===== config.mk =====
export PLATFORM = sky130hd
export DESIGN_NAME = lztd_cmd_fifo
export DESIGN_NICKNAME = d
export VERILOG_FILES = /design/src/design/assert_macros.svh /design/src/design/lztd_pkg.sv /design/src/design/lztd_cmd_fifo.sv
export SDC_FILE = /design/constraint.sdc
export NUM_CORES = 1
export LEC_CHECK = 0
export ABC_AREA = 1
export BUFFER_PORTS_ARGS = -buffer_cell sky130_fd_sc_hd__buf_4
export CORE_ASPECT_RATIO = 1.2
export CORE_MARGIN = 5
export CORE_UTILIZATION = 52
export DETAILED_ROUTE_END_ITERATION = 8
export GPL_TIMING_DRIVEN = 1
export PLACE_DENSITY = 0.79
export REMOVE_ABC_BUFFERS = 1
export SYNTH_ARGS = -nofsm -noshare
export SYNTH_HDL_FRONTEND = slang
export SYNTH_SLANG_ARGS = --single-unit

===== constraint.sdc =====
create_clock -name clk_i -period 4.18 [get_ports clk_i]
set_input_delay 1.045 -clock clk_i [delete_from_list [all_inputs] [get_ports clk_i]]
set_output_delay 1.045 -clock clk_i [all_outputs]
set_load 0.05 [all_outputs]

===== src/design/assert_macros.svh =====
// ----------------------------------------------------------------------------
// Assertion macros
// Shared concurrent assertion wrappers, empty when synthesized.
// ----------------------------------------------------------------------------
`ifndef ASSERT_MACROS_SVH
`define ASSERT_MACROS_SVH
`ifndef SYNTHESIS
`define LZ_ASSERT(name, clk, rstn, prop) \
  name: assert property (@(posedge clk) disable iff (!rstn) prop) \
    else $error("assertion failed");
`define LZ_ASSERT_NEVER(name, clk, rstn, cond) \
  `LZ_ASSERT(name, clk, rstn, !(cond))
`else
`define LZ_ASSERT(name, clk, rstn, prop)
`define LZ_ASSERT_NEVER(name, clk, rstn, cond)
`endif
`endif


===== src/design/lztd_pkg.sv =====
// ----------------------------------------------------------------------------
// LZ77 token decompressor package
// Shared types, codes and default parameters.
// ----------------------------------------------------------------------------
package lztd_pkg;

  localparam int unsigned HISTORY_DEPTH_DEF = 4096;
  localparam int unsigned MAX_COPY_LEN_DEF  = 512;
  localparam int unsigned LANES_DEF         = 8;

  localparam logic [7:0]  LIT_LIMIT = 8'h80;
  localparam logic [7:0]  ESC_BYTE  = 8'hFF;
  localparam logic [16:0] BYTES_SAT = 17'h10000;

  typedef enum logic [2:0] {
    ST_OK       = 3'd0,
    ST_TRUNC    = 3'd1,
    ST_BAD_DIST = 3'd2,
    ST_ZERO_LEN = 3'd3,
    ST_TOO_LONG = 3'd4,
    ST_DROP     = 3'd5
  } status_e;

  typedef enum logic [1:0] {
    CMD_LIT  = 2'd0,
    CMD_COPY = 2'd1,
    CMD_STAT = 2'd2
  } cmd_kind_e;

  typedef struct packed {
    logic [7:0] in_byte;
    logic       stream_last;
  } in_t;

  typedef struct packed {
    logic [63:0] out_bytes;
    logic [3:0]  byte_count;
    logic        run_last;
    logic        stream_end;
    status_e     status;
  } out_t;

  typedef struct packed {
    cmd_kind_e   kind;
    logic [7:0]  data;
    logic [15:0] len;
    logic [15:0] ref_dist;
    status_e     status;
    logic        last;
  } cmd_t;

endpackage


===== src/design/lztd_cmd_fifo.sv =====
// ----------------------------------------------------------------------------
// Command queue
// Two-entry queue between the token parser and the copy engine.
// ----------------------------------------------------------------------------
module lztd_cmd_fifo
  import lztd_pkg::*;
(
  input  logic clk_i,
  input  logic rst_ni,
  input  logic wr_valid_i,
  input  cmd_t wr_data_i,
  output logic wr_ready_o,
  output logic rd_valid_o,
  output cmd_t rd_data_o,
  input  logic rd_ready_i
);

  cmd_t       mem_q [2];
  logic       wptr_q, wptr_d;
  logic       rptr_q, rptr_d;
  logic [1:0] cnt_q, cnt_d;
  logic       do_wr, do_rd;

  assign wr_ready_o = (cnt_q != 2'd2);
  assign rd_valid_o = (cnt_q != 2'd0);
  assign rd_data_o  = mem_q[rptr_q];
  assign do_wr      = wr_valid_i && wr_ready_o;
  assign do_rd      = rd_valid_o && rd_ready_i;

  always_comb begin
    wptr_d = do_wr ? ~wptr_q : wptr_q;
    rptr_d = do_rd ? ~rptr_q : rptr_q;
    cnt_d  = cnt_q + {1'b0, do_wr} - {1'b0, do_rd};
  end

  always_ff @(posedge clk_i or negedge rst_ni) begin
    if (!rst_ni) begin
      wptr_q <= 1'b0;
      rptr_q <= 1'b0;
      cnt_q  <= 2'd0;
    end else begin
      wptr_q <= wptr_d;
      rptr_q <= rptr_d;
      cnt_q  <= cnt_d;
    end
  end

  always_ff @(posedge clk_i) begin
    if (do_wr) begin
      mem_q[wptr_q] <= wr_data_i;
    end
  end

endmodule


==> run_results.csv, run 1 <==
group,metric,value,unit
grt,grt_pass1_wl,9650,um
yosys,yosys.area_share.simple,16.3,%
sta,max-slew-margin-rel,33.2,%
floorplan,core.rowCount,33,
route,vias_per_cell,4.68,
run_status,status,"completed",
yosys,synth_top_family_by_area,"simple AND/OR/NAND/NOR gates",
sta,rsz0062_at_grt,"false",
setup_path,crit_path_start,"rptr_q",
layout,fillers,512,
setup_path,r2r_setup_slack,2160,ps
layout,fin_area,4540,um2
grt,met2_usage,27.4,%
clocking,htree_levels,3,
grt,antenna_found_initial,0,
sta,tightest_slew,1000,ps
layout,area_growth,26.2,%
setup_path,crit_type,"reg -> out",
setup_path,r2r_cells,4,
grt,grtUsageMet3,3.82,%
power_and_ir_drop,leakage,1.98,nW
floorplan,initial_core_util,53.2,%
layout,n_antenna_cell,0,
power_and_ir_drop,p_clk_share,14.4,%
placement,dpl-instance-area,4370,um2
clocking,cts-buffers-inserted,9,
floorplan,die_y,101,um
grt,busiest_layer,"met2",
setup_path,r2r_start,"cnt_q[1]",
placement,hpwl,4110,um
run,maxCapViolations,0,
clocking,cts.clk_slew.worst_paths,80,ps
clocking,cts_hold_buf,0,
clocking,ctsResizeCount,0,
power_and_ir_drop,power_switching,1.73,mW
setup_path,arrival,1820,ps
yosys,synthAdderAreaFrac,0.695,%
yosys,ys_ff_latch,96,
floorplan,io_pins,98,
hold_path,hp-class,"in -> async",
sta,finalHoldViolations,0,
grt,track_usage,14.8,%
sta,fin_tns_setup,0,ps
layout,layout-drive-gt1-share,30.9,%
clocking,root_buffer,"clkbuf_8",
layout,nNetsFinal,424,
clocking,clockBufferDepth,2,
yosys,synthMuxAreaShare,0,%
yosys,syn-cell-area,3600,um2
route,wire_per_inst,13.9,um
yosys,yosys_warnings,0,
setup_path,crit_path_max_fanout,47,
grt,grt_use_met1,15.3,%
route,first_pass_iters,4,
route,routed_wl,6400,um
power_and_ir_drop,p_per_area,834,nW/um2
floorplan,die-area,8690,um2
setup_path,endpoint_kind,"primary output",
setup_path,r2r-end,"mem_q[1][17]",
sta,timing.fmax,349,MHz
yosys,synthXorXnorAreaFrac,0,%
clocking,cts_tree,"done",
sta,post-route-min-period,2860,ps
power_and_ir_drop,intPower,2.05,mW
yosys,avgSynthCellArea,13.2,um2
sta,finalSetupViolCount,0,
layout,final_common_cell,"nand2_1",
power_and_ir_drop,p_seq_share,36.1,%
grt,grt_pass1_vias,2158,
power_and_ir_drop,ir_drop,0.720,mV
power_and_ir_drop,p_comb_share,49.5,%
grt,grt_max_degree,48,
yosys,netlist_instances,272,
sta,skew,4.37,ps
placement,gp_congestion,0.707,
yosys,netlist-cell-type-count,11,
setup_path,endpoint,"rd_data_o[20]",
placement,io_buffers,97,
power_and_ir_drop,power.share.switching,45.8,%
layout,final_cell_mix,"151 x nand2_1, 99 x buf_4, 92 x edfxtp_1",
route,drc,0,
clocking,cts_sinks,96,
sta,period_share,68.5,%
route,vias,2164,
setup_path,crit_required,3130,ps
route,first_iter_violations,116,
floorplan,die_w,86.0,um
setup_path,start_kind,"flip-flop",
sta,finalMaxSlewViolations,0,
grt,overflow,0,
route,ant_nets,0,
yosys,ys_seq_area_share,79.5,%
yosys,synth_compound_area_share,0,%
floorplan,core,6770,um2
clocking,post_cts_buffers,0,
clocking,insertion_delay,340,ps
[registers in the layout (all words and copies together) (netlist names)]
| register | flops |
|---|---|
| wptr_q | 1 |
| cnt_q | 2 |
| rptr_q | 1 |
| mem_q | 92 |
[worst min-delay path by stage]
| stage | start | slack, ps | end | cells after the start |
|---|---|---|---|---|
| after floorplan | wptr_q | 440 | wptr_q | 2 |
| after global placement | wptr_q | 450 | wptr_q | 2 |
| after detailed placement | wptr_q | 470 | wptr_q | 2 |
| after CTS | rst_ni | 470 | wptr_q | 1 |
| after global routing | rst_ni | 470 | rptr_q | 1 |
| final | rst_ni | 480 | wptr_q | 1 |
[cell usage after synthesis, drive strengths merged]
| master | count | area share (%) |
|---|---|---|
| buf | 10 | 2.6 |
| dfrtp | 4 | 2.8 |
| edfxtp | 92 | 77 |
| ha | 2 | 0.70 |
| inv | 9 | 0.94 |
| nand2 | 151 | 16 |
| nand3 | 3 | 0.42 |
| nor2 | 1 | 0.10 |
[critical path: stages (launching register included)]
cell	delay (ps)
dfrtp_2	410
inv_2	590
nand2_1	150
nand2_1	130
buf_4	200
[kinds of logic after synthesis]
| group | after synthesis |
|---|---|
| fa+ha+maj | 2 |
| flops | 96 |
| simple gates | 155 |
| buf+inv | 19 |
[power groups by stage]
stage,Sequential [mW],Combinational (mW),Clock [mW]
3_3_place_gp,1.38,1.88,0
5_1_grt,1.38,1.99,0.601
4_1_cts,1.37,1.90,0.561
6_report,1.37,1.88,0.545
3_5_place_dp,1.39,1.90,0
2_1_floorplan,1.42,1.26,0
[cell type report]
type	instances	area [um2]	share of cell area, %
inverters	9	33.8	0.744
well taps	87	109	2.40
multi-input cells	157	618	13.6
clock buffers	10	128	2.81
flip-flops and latches	96	2860	63.0
clock inverters	4	47.5	1.05
repair buffers	99	743	16.4
[per-stage QoR]
step / hold WS (ps) / util (%) / setup slack [ps] / cells / power, mW
floorplan: 442 / - / 642 / 262 / 2.69
global placement: 454 / 64.5 / 1520 / 448 / 3.26
detailed placement: 468 / 64.5 / 1520 / 448 / 3.29
CTS: 466 / 67.1 / 1260 / 462 / 3.83
global route: 470 / 67.1 / 1160 / 462 / 3.98
finish: 485 / 67.1 / 1320 / 462 / 3.79
[layer usage]
metal / part of all wire [%] / wire [um]
met5: 0 / 0
met4: 2.0 / 126
met3: 6.2 / 394
met2: 54 / 3460
met1: 38 / 2430
Power figures use the tool's default switching activity.
==> run 2, diff against run 1 <==
Clock period 4.18 ns to 2.89 ns, I/O delays scaled along.
==> run 2 against run 1 <==
Sequential power rose by 44%. Flip-flop and latch count unchanged. Clock skew rose by 1.8 ps. Die area is the same. Setup slack lost 740 ps. Cell count is 0.87% higher. Largest cell class unchanged.
==> run_results.csv, run 2 (synthesized netlist as in run 1, its figures left out) <==
group,metric,value,unit
layout,n_antenna_cell,0,
power_and_ir_drop,p_comb_share,50.7,%
clocking,htree_levels,3,
route,drc,0,
setup_path,r2r_cells,5,
grt,antenna_found_initial,0,
floorplan,core,6770,um2
setup_path,endpoint_kind,"primary output",
run_status,status,"completed",
sta,finalSetupViolCount,0,
sta,skew,6.14,ps
grt,grt_max_degree,48,
sta,post-route-min-period,2320,ps
sta,finalHoldViolations,0,
sta,finalMaxSlewViolations,0,
layout,final_common_cell,"nand2_1",
clocking,cts-buffers-inserted,9,
setup_path,r2r_start,"cnt_q[0]",
run,maxCapViolations,0,
setup_path,path_cells,"inv_2, buf_12, nand2_1, nand2_1, buf_4",
setup_path,start_kind,"flip-flop",
power_and_ir_drop,p_per_area,1190,nW/um2
layout,area_growth,27.2,%
hold_path,hp-class,"in -> async",
grt,overflow,0,
grt,grt_pass1_wl,9980,um
sta,fin_tns_setup,0,ps
layout,largest_register_ffs,92,
sta,max-slew-margin-rel,66.3,%
floorplan,initial_core_util,53.2,%
layout,top_register,"mem_q",
placement,hpwl,4540,um
sta,period_share,80.2,%
layout,final_cell_mix,"151 x nand2_1, 100 x buf_4, 92 x edfxtp_1",
floorplan,die-area,8690,um2
route,first_pass_iters,5,
clocking,ctsResizeCount,0,
setup_path,cpMostUsedCell,"nand2_1",
clocking,clockBufferDepth,2,
clocking,post_cts_buffers,0,
route,routed_wl,6650,um
power_and_ir_drop,intPower,2.93,mW
sta,timing.fmax,432,MHz
layout,largestRegisters,"mem_q x92, cnt_q x2",
power_and_ir_drop,leakage,1.99,nW
clocking,cts.clk_slew.worst_paths,80,ps
grt,track_usage,15.3,%
floorplan,core.rowCount,33,
route,vias,2224,
placement,gp_congestion,0.724,
setup_path,cp_slowest_cell,"dfrtp_2",
clocking,cts_sinks,96,
layout,final_util,67.6,%
power_and_ir_drop,power_switching,2.53,mW
power_and_ir_drop,ir_drop,0.827,mV
route,ant_nets,0,
floorplan,io_pins,98,
floorplan,die_w,86.0,um
power_and_ir_drop,p_seq_share,36.1,%
power_and_ir_drop,power.share.switching,46.3,%
clocking,cts_tree,"done",
setup_path,critical-path-max-stage-delay,410,ps
route,vias_per_cell,4.77,
route,wire_per_inst,14.3,um
setup_path,crit_path_max_fanout,31,
layout,layout-drive-gt1-share,31.4,%
setup_path,crit_required,2170,ps
power_and_ir_drop,p_clk_share,13.2,%
clocking,cts_hold_buf,0,
clocking,insertion_delay,340,ps
setup_path,r2r-end,"mem_q[0][23]",
placement,io_buffers,97,
layout,nNetsFinal,427,
setup_path,r2r_setup_slack,1330,ps
sta,rsz0062_at_grt,"false",
sta,tightest_slew,505,ps
setup_path,crit_type,"reg -> out",
route,first_iter_violations,105,
grt,grt_pass1_vias,2190,
clocking,root_buffer,"clkbuf_8",
floorplan,die_y,101,um
setup_path,arrival,1590,ps
run 2: through the flow:
stage	area (um2)	worst slack, ps	cells	total power [mW]	hold slack (ps)
after floorplan	3510	-443	262	3.89	427
after global placement	4420	963	451	4.76	452
after detailed placement	4420	932	451	4.82	473
after CTS	4580	552	466	5.53	154
after global routing	4580	456	466	5.76	143
final	4580	573	466	5.46	165
run 2: worst max-delay path, delay by kind of cell, from the launching register on:
kind | cells | cell delay (ps)
simple gates | 2 | 140
flops | 1 | 410
buf+inv | 3 | 680
run 2: area by class of cell:
cell class	instances	area, um2
inverter	9	33.8
clock inverter	5	35.0
sequential	96	2860
multi-input combinational	157	618
clock buffer	10	128
timing repair buffer	102	791
tap	87	109
fill	515	2190
run 2: power groups by stage:
stage	Combinational, mW	Clock, mW	Sequential (mW)
floorplan	1.83	0	2.06
global placement	2.77	0	1.99
detailed placement	2.81	0	2.01
CTS	2.81	0.741	1.98
global route	2.96	0.805	2.00
finish	2.77	0.719	1.97
run 2: worst max-delay path by stage:
| stage | from | slack, ps | to |
|---|---|---|---|
| floorplan | cnt_q[1] | -440 | mem_q[1][0] |
| global placement | rptr_q | 960 | rd_data_o[8] |
| detailed placement | rptr_q | 930 | rd_data_o[6] |
| CTS | rptr_q | 550 | rd_data_o[6] |
| global route | rptr_q | 460 | rd_data_o[11] |
| finish | rptr_q | 570 | rd_data_o[6] |
run 2: layer usage:
metal  GRT usage [%]  part of all wire (%)
met3            4.23                   6.4
met4            6.21                   1.3
met1            16.5                    37
met5               0                     0
met2            28.0                    55
