File: src/design/assert_macros.svh
// ----------------------------------------------------------------------------
// Assertion macros
// Shared concurrent assertion wrappers, empty when synthesized.
// ----------------------------------------------------------------------------
`ifndef ASSERT_MACROS_SVH
`define ASSERT_MACROS_SVH
`ifndef SYNTHESIS
`define LZ_ASSERT(name, clk, rstn, prop) \
  name: assert property (@(posedge clk) disable iff (!rstn) prop) \
    else $error("assertion failed");
`define LZ_ASSERT_NEVER(name, clk, rstn, cond) \
  `LZ_ASSERT(name, clk, rstn, !(cond))
`else
`define LZ_ASSERT(name, clk, rstn, prop)
`define LZ_ASSERT_NEVER(name, clk, rstn, cond)
`endif
`endif

File: src/design/lztd_pkg.sv
// ----------------------------------------------------------------------------
// LZ77 token decompressor package
// Shared types, codes and default parameters.
// ----------------------------------------------------------------------------
package lztd_pkg;

  localparam int unsigned HISTORY_DEPTH_DEF = 4096;
  localparam int unsigned MAX_COPY_LEN_DEF  = 512;
  localparam int unsigned LANES_DEF         = 8;

  localparam logic [7:0]  LIT_LIMIT = 8'h80;
  localparam logic [7:0]  ESC_BYTE  = 8'hFF;
  localparam logic [16:0] BYTES_SAT = 17'h10000;

  typedef enum logic [2:0] {
    ST_OK       = 3'd0,
    ST_TRUNC    = 3'd1,
    ST_BAD_DIST = 3'd2,
    ST_ZERO_LEN = 3'd3,
    ST_TOO_LONG = 3'd4,
    ST_DROP     = 3'd5
  } status_e;

  typedef enum logic [1:0] {
    CMD_LIT  = 2'd0,
    CMD_COPY = 2'd1,
    CMD_STAT = 2'd2
  } cmd_kind_e;

  typedef struct packed {
    logic [7:0] in_byte;
    logic       stream_last;
  } in_t;

  typedef struct packed {
    logic [63:0] out_bytes;
    logic [3:0]  byte_count;
    logic        run_last;
    logic        stream_end;
    status_e     status;
  } out_t;

  typedef struct packed {
    cmd_kind_e   kind;
    logic [7:0]  data;
    logic [15:0] len;
    logic [15:0] ref_dist;
    status_e     status;
    logic        last;
  } cmd_t;

endpackage

File: src/design/lztd_front.sv
// ----------------------------------------------------------------------------
// Token parser
// Takes compressed bytes, checks references and issues one command per byte
// that leads to a result.
// ----------------------------------------------------------------------------
module lztd_front
  import lztd_pkg::*;
#(
  parameter int unsigned HISTORY_DEPTH = HISTORY_DEPTH_DEF,
  parameter int unsigned MAX_COPY_LEN  = MAX_COPY_LEN_DEF
) (
  input  logic clk_i,
  input  logic rst_ni,
  input  logic in_valid_i,
  input  in_t  in_data_i,
  output logic in_ready_o,
  output logic cmd_valid_o,
  output cmd_t cmd_o,
  input  logic cmd_ready_i
);

  typedef enum logic [6:0] {
    PH_TOKEN = 7'b0000001,
    PH_ESC   = 7'b0000010,
    PH_LEN   = 7'b0000100,
    PH_LENLO = 7'b0001000,
    PH_LENHI = 7'b0010000,
    PH_DLO   = 7'b0100000,
    PH_DHI   = 7'b1000000
  } phase_e;

  localparam logic [16:0] DepthLim = 17'(HISTORY_DEPTH);
  localparam logic [15:0] LenLim   = 16'(MAX_COPY_LEN);

  phase_e      ph_q, ph_d;
  logic [15:0] len_q, len_d;
  logic [7:0]  dlo_q, dlo_d;
  logic [16:0] bp_q, bp_d;
  logic        err_q, err_d;
  logic        acc, emit;
  logic [7:0]  b;
  logic [15:0] ref_dist;
  logic [17:0] bp_sum;
  cmd_t        cmd;

  assign in_ready_o  = cmd_ready_i;
  assign acc         = in_valid_i && cmd_ready_i;
  assign b           = in_data_i.in_byte;
  assign ref_dist    = {b, dlo_q};
  assign bp_sum      = {1'b0, bp_q} + {2'b00, len_q};
  assign cmd_valid_o = acc && emit;
  assign cmd_o       = cmd;

  always_comb begin
    ph_d         = ph_q;
    len_d        = len_q;
    dlo_d        = dlo_q;
    bp_d         = bp_q;
    err_d        = err_q;
    emit         = 1'b0;
    cmd          = '0;
    cmd.kind     = CMD_LIT;
    cmd.data     = b;
    cmd.len      = len_q;
    cmd.ref_dist = ref_dist;
    cmd.status   = ST_OK;
    if (err_q) begin
      if (in_data_i.stream_last) begin
        emit       = 1'b1;
        cmd.kind   = CMD_STAT;
        cmd.status = ST_DROP;
      end
    end else begin
      unique case (ph_q)
        PH_TOKEN: begin
          if (b < LIT_LIMIT) begin
            emit = 1'b1;
            if (bp_q != BYTES_SAT) bp_d = bp_q + 17'd1;
          end else if (b == ESC_BYTE) begin
            ph_d = PH_ESC;
          end else begin
            ph_d = PH_LEN;
          end
        end
        PH_ESC: begin
          emit = 1'b1;
          if (bp_q != BYTES_SAT) bp_d = bp_q + 17'd1;
          ph_d = PH_TOKEN;
        end
        PH_LEN: begin
          if (b == ESC_BYTE) begin
            ph_d = PH_LENLO;
          end else begin
            len_d = {8'h00, b};
            ph_d  = PH_DLO;
          end
        end
        PH_LENLO: begin
          len_d = {8'h00, b};
          ph_d  = PH_LENHI;
        end
        PH_LENHI: begin
          len_d = {b, len_q[7:0]};
          ph_d  = PH_DLO;
        end
        PH_DLO: begin
          dlo_d = b;
          ph_d  = PH_DHI;
        end
        PH_DHI: begin
          ph_d = PH_TOKEN;
          emit = 1'b1;
          if (ref_dist == 16'd0 || {1'b0, ref_dist} > bp_q ||
              {1'b0, ref_dist} > DepthLim) begin
            cmd.kind   = CMD_STAT;
            cmd.status = ST_BAD_DIST;
          end else if (len_q == 16'd0) begin
            cmd.kind   = CMD_STAT;
            cmd.status = ST_ZERO_LEN;
          end else if (len_q > LenLim) begin
            cmd.kind   = CMD_STAT;
            cmd.status = ST_TOO_LONG;
          end else begin
            cmd.kind = CMD_COPY;
            bp_d     = (bp_sum > {1'b0, BYTES_SAT}) ? BYTES_SAT : bp_sum[16:0];
          end
          if (cmd.kind == CMD_STAT) err_d = 1'b1;
        end
        default: begin
          ph_d = PH_TOKEN;
        end
      endcase
      if (in_data_i.stream_last && !emit) begin
        emit       = 1'b1;
        cmd.kind   = CMD_STAT;
        cmd.status = (ph_d != PH_TOKEN) ? ST_TRUNC : ST_OK;
      end
    end
    if (in_data_i.stream_last) begin
      cmd.last = 1'b1;
      ph_d     = PH_TOKEN;
      len_d    = 16'd0;
      dlo_d    = 8'd0;
      bp_d     = 17'd0;
      err_d    = 1'b0;
    end
  end

  always_ff @(posedge clk_i or negedge rst_ni) begin
    if (!rst_ni) begin
      ph_q  <= PH_TOKEN;
      len_q <= 16'd0;
      dlo_q <= 8'd0;
      bp_q  <= 17'd0;
      err_q <= 1'b0;
    end else if (acc) begin
      ph_q  <= ph_d;
      len_q <= len_d;
      dlo_q <= dlo_d;
      bp_q  <= bp_d;
      err_q <= err_d;
    end
  end

endmodule

File: config.mk
export PLATFORM = sky130hd
export DESIGN_NAME = lztd_front
export DESIGN_NICKNAME = d
export VERILOG_FILES = /design/src/design/assert_macros.svh /design/src/design/lztd_pkg.sv /design/src/design/lztd_front.sv
export SDC_FILE = /design/constraint.sdc
export NUM_CORES = 1
export LEC_CHECK = 0
export BUFFER_PORTS_ARGS = -buffer_cell sky130_fd_sc_hd__buf_4
export CAP_MARGIN = 20
export CORE_AREA = 8 8 141 143
export CTS_CLUSTER_SIZE = 12
export DETAILED_ROUTE_END_ITERATION = 8
export DIE_AREA = 0 0 149 151
export PLACE_DENSITY = 0.45
export SYNTH_ARGS = -nofsm -noshare
export SYNTH_HDL_FRONTEND = slang
export SYNTH_SLANG_ARGS = --single-unit
File: constraint.sdc
create_clock -name clk_i -period 3.3 [get_ports clk_i]
set_input_delay 0.66 -clock clk_i [delete_from_list [all_inputs] [get_ports clk_i]]
set_output_delay 0.66 -clock clk_i [all_outputs]
set_load 0.005 [all_outputs]
==> summary.md, run 1 <==
| Metric | Value |
|---|---|
| Area leader, netlist | `dfrtp_1` |
| Skew final | `0.00842 ns` |
| Dpl hpwl | `13,200 um` |
| Crit path kind | `in -> out` |
| MaxCap Viol Count | `0` |
| Unrepaired setup endpoints after global routing | `true` |
| Net Switching | `695 uW` |
| DP Worst Slack | `-0.243 ns` |
| Initial antenna violation count | `0` |
| First-pass GRT wire length | `26,000 um` |
| Post-synthesis cell type count | `73` |
| Final Slew Violations | `0` |
| Drt pass-1 iters | `5` |
| Synth async-reset ratio | `1.00` |
| Register bit total from synthesis | `49` |
| Die Footprint | `22,500 sq um` |
| CTS Root Cell | `clkbuf_16` |
| Design Area, Final | `5640 sq um` |
| Area grow syn2layout | `25.1%` |
| Setup slack after layout | `0.00454 ns` |
| Max VDD drop | `0.288 mV` |
| RD Place Congestion | `0.868` |
| Most used cell, CP | `buf_4` |
| Sw frac | `0.347` |
| Pin count of the biggest net entering global routing | `50` |
| Top Ports | `61` |
| Fin. Hold Viols | `0` |
| Syn_nets | `599` |
| Post-route clock period utilization | `0.999` |
| Crit-path cells | `buf_4 -> ha_4 -> a21o_1 -> a21oi_2 -> nor2_4 -> or4_4 -> o21ai_4 -> and3_4 -> nand3_4 -> nor3b_2 -> buf_4` |
| Number of global-route vias before repair | `4,453` |
| Starting Density | `0.255` |
| Placed standard-cell area | `5320 sq um` |
| Max Root-Sink Buffers | `2` |
| Crit-path slowest cell | `or4_4` |
| Layout cell share with drive strength beyond 1 | `0.264` |
| Max Fclk | `303 MHz` |
| Leading cell type in the layout, fill and taps excluded | `buf_4` |
| CP Data Arrival Time | `2.64 ns` |
| Multi-input logic area | `3070 sq um` |
| Worst hold path class | `in -> async` |
| # fillers | `1,899` |
| Seq pwr share | `0.360` |
| GR Util met2 | `0.243` |
| Total wire length | `16,700 um` |
| Number of buffers added on ports | `60` |
| Synthesized instance count | `551` |
| Routed WL per cell | `19.6 um` |
| Diodes inserted | `0` |
| CP max stage delay | `0.44 ns` |
| Die Ht | `151 um` |
| Total track usage | `0.148` |
| Leak Pwr | `2.44 nW` |
| Vias per cell | `5.32` |
| Pint | `1.31 mW` |
| Endpoint class of the critical path | `output port` |
| Status | `complete, no violations` |
| Slew headroom | `0.415` |
| Row count | `49` |
| Core ar. | `17,700 sq um` |
| CTS Buf Count | `5` |
| Clock transition at path regs | `0.07 ns` |
| CTS sink cnt | `49` |
| Hold Slack | `0.369 ns` |
| Overflow left after global routing | `0` |
| PD cells | `355 nW/um^2` |
| Pwr Total | `2.00 mW` |
| Clock power share | `0.309` |
| Post-CTS Hold Buffers | `0` |
| Clk_lat worst skew | `0.30 ns` |
| Die Wd | `149 um` |
| DR DRC count | `0` |
| Final Critical Period | `3.30 ns` |
| Required time worst endpoint | `2.64 ns` |
| Endpoints failing setup | `0` |
| Register area share after synthesis | `0.273` |
| Antenna viol nets, final | `0` |
| TritonCTS clock tree | `built` |
| DR vias | `4,538` |
| Synthesized area | `4500 sq um` |
| Setup crit start kind | `primary input` |
| YS warnings | `0` |
| Syn avg cell area | `8.17 sq um` |
| M1 GR Usage | `0.197` |
| H-tree levels | `2` |
| Met3 global-route usage | `0.0182` |
| Most frequent cells in the layout | `105 x buf_4, 58 x nand2_1, 47 x dfrtp_1, 45 x nor2_1, 38 x o21ai_0` |
| Initial drt markers | `251` |
| EDFF count, synth | `0` |
| Worst-Margin Slew | `0.877 ns` |
| Nets@finish | `671` |
| Reg area | `1230 sq um` |
| Area contributors post-synth | `dfrtp_1 27%, ha_1 9.4%, nand2_1 4.8%` |
| Crit path max fanout | `3` |
| Synth top area share | `0.267` |
| Combinational Power Share | `0.332` |
| Gr busiest metal | `met2` |
| Ys flop type | `dfrtp_1` |
-- cells in the mapped netlist, types with 2 or more instances --
library cell,number
o22ai_1,3
a21o_1,9
nand4_1,13
nor4_1,11
nor2b_1,5
ha_1,34
or2_1,2
and4_1,3
a211oi_1,5
nor3b_1,7
o31ai_1,16
nand2b_1,7
and2_1,3
buf_4,18
a21oi_4,3
o21ai_0,42
o21ai_1,4
xor2_1,11
a31oi_1,4
xnor2_1,5
o41ai_2,6
nand2_1,58
dfrtp_1,48
or2_2,4
o2111ai_1,2
a21oi_1,37
o311a_1,2
o21a_1,6
buf_2,7
nand3_1,21
a21boi_1,2
a2bb2oi_1,2
a211oi_2,3
a211o_1,2
a22o_1,2
a32oi_1,6
and3_1,9
nor3_1,11
nand4b_1,2
clkbuf_1,14
or3_1,4
inv_1,21
nor2_1,47
-- critical path, delay by kind of cell --
family                     cells  cell delay (ns)
AOI/OAI and AO/OA              3             0.47
adders and majority gates      1             0.23
buffers and inverters          2             0.27
and+or+nand+nor                5             0.99
-- path summary, 6_finish.rpt --
check / slack, ns / start / endpoint / depth (start not counted)
setup / recovery: 0.005 / in_data_i[7] / cmd_o[44] / 11
setup reg to reg: 0.16 / bp_q[10]$_DFFE_PN0P_ / bp_q[6]$_DFFE_PN0P_ / 11
hold reg to reg: 0.57 / ph_q[0]$_DFFE_PN1P_ / ph_q[0]$_DFFE_PN1P_ / 1
hold / removal: 0.37 / rst_ni / ph_q[6]$_DFFE_PN0P_ / 1
min in group clk_i: 0.57 / ph_q[0]$_DFFE_PN1P_ / ph_q[0]$_DFFE_PN1P_ / 1
max in group asynchronous: 2.43 / rst_ni / bp_q[1]$_DFFE_PN0P_ / 1
-- kinds of logic after synthesis --
| logic type | after synthesis | synth area share |
|---|---|---|
| DFF | 49 | 0.273 |
| xor gates and xnor gates | 16 | 0.0311 |
| and+or+nand+nor | 214 | 0.243 |
| buffers and inverters | 63 | 0.0711 |
| muxes | 2 | 0.00472 |
| AOI/OAI and AO/OA | 172 | 0.279 |
| adders and majority gates | 35 | 0.0989 |
-- power groups by stage --
| stage | Clock, mW | Sequential (mW) | Combinational [mW] |
|---|---|---|---|
| after global routing | 0.653 | 0.730 | 0.735 |
| after floorplan | 0 | 0.710 | 0.393 |
| final | 0.618 | 0.720 | 0.665 |
| after global placement | 0 | 0.730 | 0.632 |
| after CTS | 0.633 | 0.720 | 0.661 |
| after detailed placement | 0 | 0.731 | 0.639 |
-- layer usage --
layer,vias up,part of all wire
li1,2172,-
met1,2192,0.46
met2,150,0.47
met3,24,0.044
met4,0,0.022
met5,-,0
-- layout make-up --
cell class | instances | area share
clock buffer | 5 | 0.0222
clock inverter | 3 | 0.00844
inverter | 22 | 0.0147
multi-input combinational | 439 | 0.544
sequential | 49 | 0.218
tap | 229 | 0.0508
timing repair buffer | 106 | 0.142
-- metrics by stage --
stage / setup TNS (ns) / util / instances
after CTS: 0 / 0.316 / 850
after floorplan: 0 / - / 551
final: 0 / 0.319 / 853
after global routing: -0.158 / 0.319 / 853
after global placement: -0.517 / 0.301 / 841
after detailed placement: -0.715 / 0.301 / 841
-- flip-flops by register name, summed over array words and instances, names as in the netlist --
register  flops
dlo_q         8
bp_q         17
len_q        16
ph_q          7
err_q         1
-- what timing repair did --
| action | CTS | global route |
|---|---|---|
| gates resized for setup | 19 | 9 |
| setup buffers | 1 | 3 |
| pin swaps | 6 | 6 |
| hold endpoints to repair | 0 | 0 |
| endpoints found under the setup margin | 4 | 4 |
No activity file was read; power rests on OpenSTA's default activity.
==> run 2, diff against run 1 <==
Settings changed: SKIP_CTS_REPAIR_TIMING set to 1.
Clock period 3.3 ns to 4 ns, I/O delays scaled along.
==> run 2 against run 1 <==
Die area did not move. Clock-buffer cell count did not move. Register-to-register slack improved by 0.63 ns. Cell count fell by 3.9%. Global-route usage fell by 0.38 points. Sequential power fell by 16%. Critical path type unchanged. Critical endpoint unchanged. Largest power group unchanged.
==> summary.md, run 2 (same netlist as run 1, synthesis figures left out) <==
| Metric | Value |
|---|---|
| Initial drt markers | `244` |
| Routed WL per cell | `19.5 um` |
| Skew final | `0.00614 ns` |
| CTS Root Cell | `clkbuf_16` |
| Clock transition at path regs | `0.07 ns` |
| Pin count of the biggest net entering global routing | `50` |
| Worst-Margin Slew | `0.849 ns` |
| Max FFs per register | `17` |
| Diodes inserted | `0` |
| Final Critical Period | `3.85 ns` |
| Layout cell share with drive strength beyond 1 | `0.196` |
| Setup crit start kind | `primary input` |
| Most frequent cells in the layout | `73 x buf_4, 58 x nand2_1, 47 x nor2_1, 46 x dfrtp_1, 42 x o21ai_0` |
| Starting Density | `0.255` |
| DR vias | `4,343` |
| Largest regs | `bp_q x17, len_q x16, dlo_q x8` |
| Endpoints failing setup | `0` |
| RR Startpoint | `bp_q[0]$_DFFE_PN0P_` |
| CP Data Arrival Time | `3.05 ns` |
| Drt pass-1 iters | `5` |
| Die Wd | `149 um` |
| Clk_lat worst skew | `0.30 ns` |
| Max Root-Sink Buffers | `2` |
| RD Place Congestion | `0.882` |
| Post-route clock period utilization | `0.964` |
| Area grow syn2layout | `17.1%` |
| Crit-path cells | `buf_4 -> ha_1 -> a21o_1 -> a21oi_1 -> nor2b_1 -> or4_4 -> o21ai_0 -> and3_1 -> nand3_1 -> nor3b_1 -> buf_4` |
| MaxCap Viol Count | `0` |
| Number of global-route vias before repair | `4,411` |
| M1 GR Usage | `0.183` |
| Status | `complete, no violations` |
| First-pass GRT wire length | `25,400 um` |
| Antenna viol nets, final | `0` |
| Gr busiest metal | `met2` |
| Crit-path slowest cell | `or4_4` |
| CP max stage delay | `0.48 ns` |
| TritonCTS clock tree | `built` |
| Row count | `49` |
| Crit path max fanout | `3` |
| Crit path kind | `in -> out` |
| Most used cell, CP | `buf_4` |
| Nets@finish | `638` |
| Required time worst endpoint | `3.20 ns` |
| DP Worst Slack | `0.186 ns` |
| Endpoint class of the critical path | `output port` |
| Max Fclk | `259 MHz` |
| Top Ports | `61` |
| Worst hold path class | `in -> async` |
| Core ar. | `17,700 sq um` |
| Initial antenna violation count | `0` |
| Met3 global-route usage | `0.0173` |
| Unrepaired setup endpoints after global routing | `false` |
| Setup crit start | `in_data_i[3]` |
| Final core utilization | `0.299` |
| DR DRC count | `0` |
| Overflow left after global routing | `0` |
| Setup TNS | `0 ns` |
| Biggest register | `bp_q` |
| PD cells | `303 nW/um^2` |
| CTS Buf Count | `5` |
| H-tree levels | `2` |
| Die Ht | `151 um` |
| Setup slack after layout | `0.145 ns` |
| Slew headroom | `0.434` |
| Dpl hpwl | `12,600 um` |
| GR Util met2 | `0.254` |
| Total track usage | `0.144` |
| Total wire length | `16,000 um` |
| Vias per cell | `5.30` |
| Max VDD drop | `0.194 mV` |
| CTS sink cnt | `49` |
| Number of buffers added on ports | `60` |
| Leading cell type in the layout, fill and taps excluded | `buf_4` |
| Leak Pwr | `2.25 nW` |
| Fin. Hold Viols | `0` |
| Final Slew Violations | `0` |
| Die Footprint | `22,500 sq um` |
==> run 2: cell count changes in the layout (fill, tap and decap cells not counted), sizes merged <==
cell      change
clkinv        +1
buf          -33
clkinvlp      +1
inv           -2
==> run 2: path summary, 6_finish.rpt <==
path / cells past startpoint / endpoint / slack, ns
worst max-delay path: 11 / cmd_o[44] / 0.15
worst min-delay path: 1 / ph_q[1]$_DFFE_PN0P_ / 0.51
worst max register to register: 11 / bp_q[0]$_DFFE_PN0P_ / 0.79
worst min register to register: 2 / len_q[0]$_DFFE_PN0P_ / 0.56
max in group asynchronous: 1 / bp_q[6]$_DFFE_PN0P_ / 3.00
min in group clk_i: 2 / len_q[0]$_DFFE_PN0P_ / 0.56
==> run 2: routing by layer <==
layer | wire (um) | vias up
met5 | 0 | -
met4 | 223 | 0
met3 | 578 | 12
met2 | 7820 | 99
met1 | 7340 | 2129
li1 | - | 2103
==> run 2: layout make-up <==
cell class	count	area [sq um]
sequential	49	1230
timing repair buffer	73	548
fill	1902	12400
clock inverter	3	46.3
tap	229	287
multi-input combinational	439	2960
inverter	22	82.6
clock buffer	5	125
==> run 2: per-stage QoR <==
| step | hold WS, ns | total power, mW | cell area (sq um) | instances |
|---|---|---|---|---|
| floorplan | 0.504 | 0.910 | 4500 | 551 |
| global placement | 0.550 | 1.09 | 5100 | 812 |
| detailed placement | 0.555 | 1.11 | 5100 | 812 |
| CTS | 0.561 | 1.62 | 5270 | 820 |
| global route | 0.574 | 1.70 | 5280 | 820 |
| finish | 0.509 | 1.60 | 5280 | 820 |
==> run 2: report_power, final <==
group	internal, mW	switching [mW]	leakage (nW)
clock network	0.297	0.206	0.0800
registers	0.535	0.0693	0.651
logic	0.215	0.276	1.52
total	1.05	0.551	2.25
==> run 2: worst max-delay path, delay by kind of cell <==
kind	cells	cell delay, ns
simple gates	5	1.11
compound gates	3	0.58
fa+ha+maj	1	0.30
buf+inv	2	0.26
==> run 3, diff against run 2 <==
Settings changed: GPL_ROUTABILITY_DRIVEN set to 0, PLACE_DENSITY 0.45 to 0.52.
==> run 3 against run 2 <==
Final area down 0.21%. Total power fell by 4.2%. Combinational power barely moved. Utilization is 0.064 points lower. Register-to-register slack worse by 0.02 ns. Clock power shrank 13%. Die area unchanged. Highest routed layer unchanged.
==> summary.md, run 3 (same netlist as run 1, synthesis figures left out) <==
| Metric | Value |
|---|---|
| Largest regs | `bp_q x17, len_q x16, dlo_q x8` |
| Required time worst endpoint | `3.20 ns` |
| Total track usage | `0.137` |
| Leak Pwr | `2.25 nW` |
| Fin. Hold Viols | `0` |
| Setup crit start kind | `primary input` |
| Initial drt markers | `282` |
| Final Slew Violations | `0` |
| Placed insts | `814` |
| MaxCap Viol Count | `0` |
| Biggest register | `bp_q` |
| CTS Buf Count | `5` |
| H-tree levels | `2` |
| Routed WL per cell | `18.6 um` |
| Crit path max fanout | `3` |
| CP Data Arrival Time | `2.98 ns` |
| R2R Setup Slk | `0.77 ns` |
| Max VDD drop | `0.202 mV` |
| CTS Root Cell | `clkbuf_16` |
| DR vias | `4,437` |
| # fillers | `1,917` |
| Clock transition at path regs | `0.06 ns` |
| Skew final | `0.00454 ns` |
| Number of global-route vias before repair | `4,508` |
| Endpoints failing setup | `0` |
| Initial antenna violation count | `0` |
| Final Critical Period | `3.78 ns` |
| Unrepaired setup endpoints after global routing | `false` |
| First-pass GRT wire length | `24,600 um` |
| Die Footprint | `22,500 sq um` |
| Max Fclk | `264 MHz` |
| Status | `complete, no violations` |
| Clk_lat worst skew | `0.29 ns` |
| CTS sink cnt | `49` |
| Drt pass-1 iters | `5` |
| Max Root-Sink Buffers | `2` |
| Starting Density | `0.255` |
| Worst hold path class | `in -> async` |
| Top Ports | `61` |
| TritonCTS clock tree | `built` |
| Vias per cell | `5.40` |
| Crit path kind | `in -> out` |
| RR Startpoint | `bp_q[0]$_DFFE_PN0P_` |
| Most frequent cells in the layout | `75 x buf_4, 58 x nand2_1, 47 x nor2_1, 47 x dfrtp_1, 41 x o21ai_0` |
| Core ar. | `17,700 sq um` |
| Row count | `49` |
| Leading cell type in the layout, fill and taps excluded | `buf_4` |
| Setup crit start | `in_data_i[3]` |
| Die Ht | `151 um` |
| Final core utilization | `0.298` |
| Pin count of the biggest net entering global routing | `50` |
| Worst reg-to-reg path cell count | `11` |
| Worst-Margin Slew | `0.685 ns` |
| Number of buffers added on ports | `60` |
| Total wire length | `15,300 um` |
| Critical Path End | `cmd_o[44]` |
| Dpl hpwl | `12,000 um` |
| DR DRC count | `0` |
| Die Wd | `149 um` |
| Max FFs per register | `17` |
| Worst R2R End | `bp_q[0]$_DFFE_PN0P_` |
| Diodes inserted | `0` |
| Layout cell share with drive strength beyond 1 | `0.194` |
| Setup TNS | `0 ns` |
| Fin cells | `822` |
| Slew headroom | `0.542` |
| Endpoint class of the critical path | `output port` |
| Overflow left after global routing | `0` |
| Post-route clock period utilization | `0.945` |
| PD cells | `291 nW/um^2` |
| Antenna viol nets, final | `0` |
| Nets@finish | `640` |
| Hold Slack | `0.541 ns` |
| Area grow syn2layout | `16.9%` |
run 3: how the worst min path moves through the flow:
| stage | cells past startpoint | to | slack (ns) |
|---|---|---|---|
| global placement | 1 | ph_q[0]$_DFFE_PN1P_ | 0.55 |
| global route | 1 | dlo_q[1]$_DFFE_PN0P_ | 0.59 |
| finish | 1 | dlo_q[4]$_DFFE_PN0P_ | 0.54 |
| floorplan | 0 | bp_q[0]$_DFFE_PN0P_ | 0.50 |
| CTS | 1 | ph_q[5]$_DFFE_PN0P_ | 0.56 |
| detailed placement | 2 | len_q[0]$_DFFE_PN0P_ | 0.56 |
run 3: cell type report:
cell class	instances	area, sq um	area share
Multi-Input combinational cell	439	2960	0.562
Tap cell	229	287	0.0544
Clock buffer	8	146	0.0278
Inverter	22	82.6	0.0157
Sequential cell	49	1230	0.233
Timing Repair Buffer	75	563	0.107
run 3: report_power, final:
group          switching (mW)  internal, mW  leakage, nW
combinational           0.274         0.216         1.53
sequential             0.0694         0.535        0.653
clock                   0.186         0.250       0.0712
total                   0.529          1.00         2.25
run 3: critical path, cell delays in order:
cell and delay (ns):
buf_4 0.12, ha_1 0.30, a21o_1 0.16, a21oi_1 0.15, nor2b_1 0.07, or4_4 0.48, o21ai_1 0.24, and3_1 0.21
nand3_1 0.11, nor3b_1 0.20, buf_4 0.14
run 3: metrics by stage:
step	setup WS (ns)	power [mW]	area, sq um
after floorplan	0.542	0.910	4500
after global placement	0.132	1.09	5120
after detailed placement	0.119	1.11	5120
after CTS	0.117	1.55	5260
after global routing	0.0369	1.62	5260
final	0.218	1.53	5260
run 3: metal layers:
metal,global-route usage,wire [um],vias to the layer above
li1,-,-,2104
met1,0.173,6900,2163
met4,0.0510,439,0
met2,0.235,7320,141
met3,0.0179,602,29
met5,0,0,-
